`src/rtl/tws_pkg.sv`:
```
// ============================================================================
// tws_pkg
// Shared types and constants for the task watchdog supervisor.
// ============================================================================
package tws_pkg;

   // Request kinds carried on the request channel.
   typedef enum logic [1:0] {
      REQ_TICK     = 2'd0,
      REQ_REGISTER = 2'd1,
      REQ_ALIVE    = 2'd2,
      REQ_CHECK    = 2'd3
   } req_kind_type;

   // Response status codes.
   typedef enum logic [1:0] {
      ST_OK      = 2'd0,
      ST_FULL    = 2'd1,
      ST_IGNORED = 2'd2,
      ST_HALTED  = 2'd3
   } status_type;

   localparam int unsigned TIME_W        = 32;
   localparam int unsigned HANDLE_W      = 8;
   localparam int unsigned CHECK_DIVISOR = 4;
   // The check window is the timeout divided by the check divisor (a power of two).
   localparam int unsigned CHECK_SHIFT   = $clog2(CHECK_DIVISOR);
   localparam logic [TIME_W-1:0] TIMEOUT_RESET = 32'd1000;

endpackage

```
`src/rtl/task_watchdog_supervisor_top.sv`:
```
// ============================================================================
// task_watchdog_supervisor_top
// Watchdog supervisor for a small set of task slots with a millisecond clock.
// ============================================================================
//
// The supervisor keeps a wrapping 32-bit millisecond counter and SLOTS task
// slots, each with an in-use flag and a last-seen time stamp held in a small
// RAM. Every request transfer produces exactly one response transfer. A tick
// advances the counter, a register request claims the lowest free slot and
// returns its handle, an alive request restamps an active slot, and a check
// request raises feed when every active slot has been seen within a quarter
// of the programmed timeout (ages wrap modulo 2^32). A register request that
// finds every slot taken halts the block for good; from then on every request
// is answered with the halted status and no state changes. The block works on
// one request at a time: ticks, alive reports and requests seen while halted
// go from idle straight to the done state, which loads the response into the
// output register once it is free; a register request steps up from the
// lowest slot to the first free one; a check walks the slots with one
// shared subtract and compare unit, skips idle slots, reads an active slot's
// stamp from the registered RAM before comparing it, and stops at a stale slot.
// A new request is taken as soon as the sequencer is back in idle, even while
// the previous response still waits in the output register. The timeout
// register may be written at any time the block is idle; it is sampled when a
// check compares ages.
//
module task_watchdog_supervisor_top
   import tws_pkg::*;
#(
   parameter int unsigned SLOTS = 4
) (
   input  logic                clock,
   input  logic                reset,
   // Request channel
   input  logic                req_valid,
   output logic                req_ready,
   input  logic [1:0]          req_type,
   input  logic [HANDLE_W-1:0] req_handle,
   // Response channel
   output logic                rsp_valid,
   input  logic                rsp_ready,
   output logic [1:0]          rsp_status,
   output logic [1:0]          rsp_slot_given,
   output logic                rsp_feed,
   // Configuration: timeout in milliseconds
   input  logic                csr_wr_en,
   input  logic [TIME_W-1:0]   csr_wr_data
);

   localparam int unsigned SLOT_W = (SLOTS > 1) ? $clog2(SLOTS) : 1;
   localparam logic [SLOT_W-1:0]   LAST_SLOT    = SLOT_W'(SLOTS - 1);
   localparam logic [HANDLE_W-1:0] HANDLE_LIMIT = HANDLE_W'(SLOTS);

   // Sequencer states.
   typedef enum logic [2:0] {
      S_IDLE,
      S_SCAN_REG,
      S_SCAN_CHK,
      S_CHK_CMP,
      S_DONE
   } state_type;

   state_type           state_ff, state_in;
   logic [SLOT_W-1:0]   idx_ff, idx_in;
   logic [TIME_W-1:0]   now_ff, now_in;
   logic [TIME_W-1:0]   timeout_ff, timeout_in;
   logic                halted_ff, halted_in;
   logic [SLOTS-1:0]    in_use_ff, in_use_in;

   // Result being built for the current request.
   status_type          res_status_ff, res_status_in;
   logic [1:0]          res_given_ff, res_given_in;
   logic                res_feed_ff, res_feed_in;

   // Output register.
   logic                rsp_valid_ff, rsp_valid_in;
   logic [1:0]          rsp_status_ff, rsp_status_in;
   logic [1:0]          rsp_given_ff, rsp_given_in;
   logic                rsp_feed_ff, rsp_feed_in;

   // Time stamp RAM controls.
   logic                ram_wr_en;
   logic [SLOT_W-1:0]   ram_wr_addr;
   logic                ram_rd_en;
   logic [TIME_W-1:0]   ram_rd_data;

   // Shared age unit: wrapped age of the slot just read against the window.
   logic [TIME_W-1:0]   window;
   logic [TIME_W-1:0]   age;
   logic                stale;

   logic                req_fire;
   logic [SLOT_W-1:0]   handle_idx;
   logic                handle_ok;

   assign window     = timeout_ff >> CHECK_SHIFT;
   assign age        = now_ff - ram_rd_data;
   assign stale      = age > window;

   assign req_ready  = (state_ff == S_IDLE);
   assign req_fire   = req_valid && req_ready;
   assign handle_idx = req_handle[SLOT_W-1:0];
   assign handle_ok  = (req_handle < HANDLE_LIMIT) && in_use_ff[handle_idx];

   tws_ram #(
      .WIDTH (TIME_W),
      .DEPTH (SLOTS)
   ) u_stamp_ram (
      .clock   (clock),
      .wr_en   (ram_wr_en),
      .wr_addr (ram_wr_addr),
      .wr_data (now_ff),
      .rd_en   (ram_rd_en),
      .rd_addr (idx_ff),
      .rd_data (ram_rd_data)
   );

   always_comb begin
      state_in      = state_ff;
      idx_in        = idx_ff;
      now_in        = now_ff;
      timeout_in    = timeout_ff;
      halted_in     = halted_ff;
      in_use_in     = in_use_ff;
      res_status_in = res_status_ff;
      res_given_in  = res_given_ff;
      res_feed_in   = res_feed_ff;
      rsp_valid_in  = rsp_valid_ff;
      rsp_status_in = rsp_status_ff;
      rsp_given_in  = rsp_given_ff;
      rsp_feed_in   = rsp_feed_ff;
      ram_wr_en     = 1'b0;
      ram_wr_addr   = idx_ff;
      ram_rd_en     = 1'b0;

      if (csr_wr_en) begin
         timeout_in = csr_wr_data;
      end

      // A taken response frees the output register.
      if (rsp_valid_ff && rsp_ready) begin
         rsp_valid_in = 1'b0;
      end

      unique case (state_ff)
         S_IDLE: begin
            if (req_fire) begin
               res_status_in = ST_OK;
               res_given_in  = 2'd0;
               res_feed_in   = 1'b0;
               idx_in        = '0;
               state_in      = S_DONE;
               if (halted_ff) begin
                  res_status_in = ST_HALTED;
               end else begin
                  unique case (req_kind_type'(req_type))
                     REQ_TICK: begin
                        now_in = now_ff + 32'd1;
                     end
                     REQ_REGISTER: begin
                        state_in = S_SCAN_REG;
                     end
                     REQ_ALIVE: begin
                        if (handle_ok) begin
                           ram_wr_en   = 1'b1;
                           ram_wr_addr = handle_idx;
                        end else begin
                           res_status_in = ST_IGNORED;
                        end
                     end
                     REQ_CHECK: begin
                        // Feed holds unless some active slot turns out stale.
                        res_feed_in = 1'b1;
                        state_in    = S_SCAN_CHK;
                     end
                     default: begin
                        state_in = S_DONE;
                     end
                  endcase
               end
            end
         end

         S_SCAN_REG: begin
            if (!in_use_ff[idx_ff]) begin
               in_use_in[idx_ff] = 1'b1;
               ram_wr_en         = 1'b1;
               res_given_in      = 2'(idx_ff);
               state_in          = S_DONE;
            end else if (idx_ff == LAST_SLOT) begin
               res_status_in = ST_FULL;
               halted_in     = 1'b1;
               state_in      = S_DONE;
            end else begin
               idx_in = idx_ff + SLOT_W'(1);
            end
         end

         S_SCAN_CHK: begin
            if (in_use_ff[idx_ff]) begin
               ram_rd_en = 1'b1;
               state_in  = S_CHK_CMP;
            end else if (idx_ff == LAST_SLOT) begin
               state_in = S_DONE;
            end else begin
               idx_in = idx_ff + SLOT_W'(1);
            end
         end

         S_CHK_CMP: begin
            if (stale) begin
               res_feed_in = 1'b0;
               state_in    = S_DONE;
            end else if (idx_ff == LAST_SLOT) begin
               state_in = S_DONE;
            end else begin
               idx_in   = idx_ff + SLOT_W'(1);
               state_in = S_SCAN_CHK;
            end
         end

         S_DONE: begin
            // Move the finished result into the output register once it is free.
            if (!rsp_valid_ff || rsp_ready) begin
               rsp_valid_in  = 1'b1;
               rsp_status_in = res_status_ff;
               rsp_given_in  = res_given_ff;
               rsp_feed_in   = res_feed_ff;
               state_in      = S_IDLE;
            end
         end

         default: begin
            state_in = S_IDLE;
         end
      endcase
   end

   always_ff @(posedge clock) begin
      if (reset) begin
         state_ff     <= S_IDLE;
         idx_ff       <= '0;
         now_ff       <= '0;
         timeout_ff   <= TIMEOUT_RESET;
         halted_ff    <= 1'b0;
         in_use_ff    <= '0;
         rsp_valid_ff <= 1'b0;
      end else begin
         state_ff      <= state_in;
         idx_ff        <= idx_in;
         now_ff        <= now_in;
         timeout_ff    <= timeout_in;
         halted_ff     <= halted_in;
         in_use_ff     <= in_use_in;
         res_status_ff <= res_status_in;
         res_given_ff  <= res_given_in;
         res_feed_ff   <= res_feed_in;
         rsp_valid_ff  <= rsp_valid_in;
         rsp_status_ff <= rsp_status_in;
         rsp_given_ff  <= rsp_given_in;
         rsp_feed_ff   <= rsp_feed_in;
      end
   end

   assign rsp_valid      = rsp_valid_ff;
   assign rsp_status     = rsp_status_ff;
   assign rsp_slot_given = rsp_given_ff;
   assign rsp_feed       = rsp_feed_ff;

endmodule

```
`src/rtl/tws_ram.sv`:
```
// ============================================================================
// tws_ram
// Generic single-write, single-read RAM with a registered read port.
// ============================================================================
module tws_ram #(
   parameter int unsigned WIDTH = 32,
   parameter int unsigned DEPTH = 4
) (
   input  logic                                    clock,
   input  logic                                    wr_en,
   input  logic [(DEPTH > 1 ? $clog2(DEPTH) : 1)-1:0] wr_addr,
   input  logic [WIDTH-1:0]                        wr_data,
   input  logic                                    rd_en,
   input  logic [(DEPTH > 1 ? $clog2(DEPTH) : 1)-1:0] rd_addr,
   output logic [WIDTH-1:0]                        rd_data
);

   logic [WIDTH-1:0] mem_ff [DEPTH];
   logic [WIDTH-1:0] rd_data_ff;

   always_ff @(posedge clock) begin
      if (wr_en) begin
         mem_ff[wr_addr] <= wr_data;
      end
      if (rd_en) begin
         rd_data_ff <= mem_ff[rd_addr];
      end
   end

   assign rd_data = rd_data_ff;

endmodule

```
`config.mk`:
```
export PLATFORM = sky130hd
export DESIGN_NAME = task_watchdog_supervisor_top
export DESIGN_NICKNAME = d
export VERILOG_FILES = /design/src/rtl/tws_pkg.sv /design/src/rtl/task_watchdog_supervisor_top.sv /design/src/rtl/tws_ram.sv
export SDC_FILE = /design/constraint.sdc
export NUM_CORES = 1
export LEC_CHECK = 0
export ABC_AREA = 1
export BUFFER_PORTS_ARGS = -buffer_cell sky130_fd_sc_hd__buf_2
export CAP_MARGIN = 20
export CORE_MARGIN = 1
export CORE_UTILIZATION = 56
export DETAILED_ROUTE_END_ITERATION = 7
export MAX_ROUTING_LAYER = met4
export PLACE_DENSITY = 0.76
export REMOVE_ABC_BUFFERS = 1
export SYNTH_ARGS = -nofsm -noshare
export SYNTH_HDL_FRONTEND = slang
export SYNTH_SLANG_ARGS = --single-unit
```
`constraint.sdc`:
```
create_clock -name clock -period 3.7 [get_ports clock]
set_input_delay 0.555 -clock clock [delete_from_list [all_inputs] [get_ports clock]]
set_output_delay 0.555 -clock clock [all_outputs]
set_load 0.02 [all_outputs]
```
==> impl_summary.log <==
INFO  metric place_congestion = 0.912
INFO  metric num-fill-cells = 1571
INFO  metric detailed_place_hpwl = 17800 um
INFO  metric track_usage = 0.245
INFO  metric clk_path_buf_depth = 3
INFO  metric core-area = 21000 um^2
INFO  metric timing.final.max_slew_violations = 0
INFO  metric worst_setup_hold_path_clk_slew = 0.06 ns
INFO  metric pin_count = 54
INFO  metric peakVddDrop = 0.258 mV
INFO  metric number_of_maximum_capacitance_constraint_violations = 0
INFO  metric synth_flop_cell = edfxtp_1
INFO  metric timing_worst_slew_pin_value = 0.916 ns
INFO  metric p_total = 5.76 mW
INFO  metric slew_headroom = 0.384
INFO  metric synth-async-reset-ratio = 0
INFO  metric first_pass_iters = 8
INFO  metric crit_slowest_cell = fa_2
INFO  metric tritoncts.num_buffers = 24
INFO  metric synth_cell_type_count = 49
INFO  metric synth_enable_flop_cells = 170
INFO  metric grt_setup_unrepaired = true
INFO  metric first_iter_violations = 623
INFO  metric status = finished, violations left
INFO  metric grt_max_degree = 68
INFO  metric synthesis.area_per_instance = 9.38 um^2
INFO  metric critPathLaunchType = flop
INFO  metric port_buffers = 51
INFO  metric crit_top_cell = nand2_2
INFO  metric finish.instance_area = 14000 um^2
INFO  metric leading_cell_types_in_the_layout_fill_and_taps_excluded = nand2_1, edfxtp_1, nor2_1
INFO  metric crit_arrival = 3.90 ns
INFO  metric grt_pass1_wl = 41200 um
INFO  metric syn_area = 11900 um^2
INFO  metric report.final.hold_viol_count = 0
INFO  metric die_area = 21900 um^2
INFO  metric max_stage_delay = 0.38 ns
INFO  metric final_period_minus_worst_setup_slack = 3.69 ns
INFO  metric layout.cells.most_common = nand2_1
INFO  metric post_synth_inst_count = 1273
INFO  metric via_per_inst = 5.45
INFO  metric part_of_the_yosys_area_used_for_sequential_elements = 0.550
INFO  metric fin_worst_skew = 0.0119 ns
INFO  metric layout.nets = 1495
INFO  metric power.density_cell_area = 413 nW/um^2
INFO  metric min_period_over_period = 0.998
INFO  metric clk_root_buffer_cell = clkbuf_16
INFO  metric clkSinkCount = 243
INFO  metric via_count_of_the_first_global_routing_pass = 8454
INFO  metric setup_viol_count_final = 0
INFO  metric post_synth_main_area_contributors = edfxtp_1, dfxtp_1, ha_1
INFO  metric critical_path.endpoint_type = flop
INFO  metric multiInputGateArea = 4850 um^2
INFO  metric drive_gt1_frac = 0.165
INFO  metric power.leakage = 5.92 nW
INFO  metric synth.yosys.warnings = 0
INFO  metric final-seq-area = 6570 um^2
INFO  metric data_required_critical_path = 3.91 ns
INFO  metric area_growth_syn_to_layout = 16.9%
INFO  metric detail-route-antenna-nets = 0
INFO  metric avgRoutedWirePerCell = 15.6 um
INFO  metric tritoncts = built
INFO  metric insertedDiodeCount = 0
INFO  metric critical_path_class = flop to flop
INFO  metric synth_top_cell_by_area = edfxtp_1
INFO  metric std_cell_rows = 53
INFO  metric violations = design-rule violations
INFO  metric postLayoutCoreUtil = 0.666
INFO  metric worst-path-max-fanout = 2
INFO  metric initial_utilization = 0.570
INFO  metric dpl_cell_area = 12900 um^2
INFO  metric timing.fmax = 271 MHz
INFO  metric worst_skew_pair.late_latency = 0.52 ns
INFO  metric ys_seq_elements = 243
INFO  metric synth_top_area_frac = 0.428
INFO  metric grt.overflow.total = 0
INFO  metric routed_wl = 26200 um
INFO  metric hold_class = input port to flop
INFO  metric chipWidth = 148 um
INFO  metric route.vias.total = 9116
INFO  metric post-route-drc-count = 3
INFO  metric vertical_die_dimension = 148 um
INFO  metric initial_antenna_violation_count = 0
INFO  metric htree_num_levels = 1
## logic make-up after synthesis
logic type / count (synthesis) / synth area share
simple gates: 457 / 0.167
compound gates: 280 / 0.128
flops: 243 / 0.550
buf+inv: 195 / 0.0614
fa+ha+maj: 67 / 0.0708
xor+xnor: 31 / 0.0227
## metal layers
| metal | track usage | routed length [um] | vias to the layer above | part of all wire |
|---|---|---|---|---|
| met2 | 0.398 | 12400 | 263 | 0.47 |
| met5 | - | 0 | - | 0 |
| li1 | - | - | 4557 | - |
| met3 | 0.0269 | 1470 | 48 | 0.056 |
| met4 | 0.0799 | 553 | 0 | 0.021 |
| met1 | 0.322 | 11800 | 4248 | 0.45 |
## path summary, 6_finish.rpt
kind / end / from / slack (ns) / depth (start not counted)
max: res_feed_ff / now_ff[0] / 0.008 / 27
min: timeout_ff[6] / csr_wr_data[6] / 0.25 / 3
min reg2reg: rsp_slot_given[1] / res_given_ff[1] / 0.43 / 0
max reg2reg: res_feed_ff / now_ff[0] / 0.008 / 27
## area by class of cell
type,instances,share of cell area
Clock buffer,33,0.0484
Clock inverter,11,0.00968
Multi-Input combinational cell,835,0.347
Inverter,162,0.0436
Tap cell,275,0.0246
Timing Repair Buffer,115,0.0558
Sequential cell,243,0.471
## critical path: cells and delay by family, from the launching register on
family	cells	cell delay, ns
AOI/OAI and AO/OA	4	0.61
xor gates and xnor gates	1	0.15
adders and majority gates	3	0.79
buffers and inverters	2	0.11
DFF	1	0.33
and+or+nand+nor	17	1.38
## cell usage after synthesis, types with 6 or more instances
master and instances:
a21oi_1 96, nand4_1 12, ha_1 66, clkbuf_1 30
nand2_1 200, o22ai_1 32, dfxtp_1 73, nor2_4 6
xnor2_1 12, nor3_1 20, edfxtp_1 170, o21ai_0 116
nor2_1 165, inv_1 158, a31oi_1 6, xor2_1 19
nand3_1 25
## sequential cells by signal, summed over array words and instances, names as in the netlist
| signal | flops |
|---|---|
| rsp_valid | 1 |
| u_stamp_ram.rd_data | 32 |
| halted_ff | 1 |
| res_status_ff | 2 |
| res_feed_ff | 1 |
| rsp_status | 2 |
| rsp_slot_given | 2 |
| idx_ff | 2 |
| now_ff | 32 |
| timeout_ff | 30 |
| rsp_feed | 1 |
| u_stamp_ram.mem_ff | 128 |
| res_given_ff | 2 |
| in_use_ff | 4 |
| state_ff | 3 |
## where the power goes
part,leakage [nW],switching [mW],internal (mW)
clock network,0.398,0.976,1.49
registers,2.23,0.0169,2.94
logic,3.29,0.215,0.122
## stage by stage
stage | TNS (ns) | hold slack (ns) | std cells | setup slack (ns)
after global routing | -0.925 | 0.252 | 1674 | -0.261
after detailed placement | -1.06 | 0.408 | 1624 | -0.292
final | 0 | 0.249 | 1674 | 0.00781
after floorplan | -286.35 | 0.400 | 1240 | -1.85
after CTS | 0 | 0.240 | 1669 | 0.00216
after global placement | -0.521 | 0.402 | 1624 | -0.212
## repair_timing
action / in CTS / in global routing
endpoints found under the setup margin: 5 / 5
buffers inserted: 1 / 4
hold buffers: 0 / 0
gates resized for setup: 10 / 39
pin swaps: 3 / 24
Note: power is estimated with default switching activity, not from simulation.
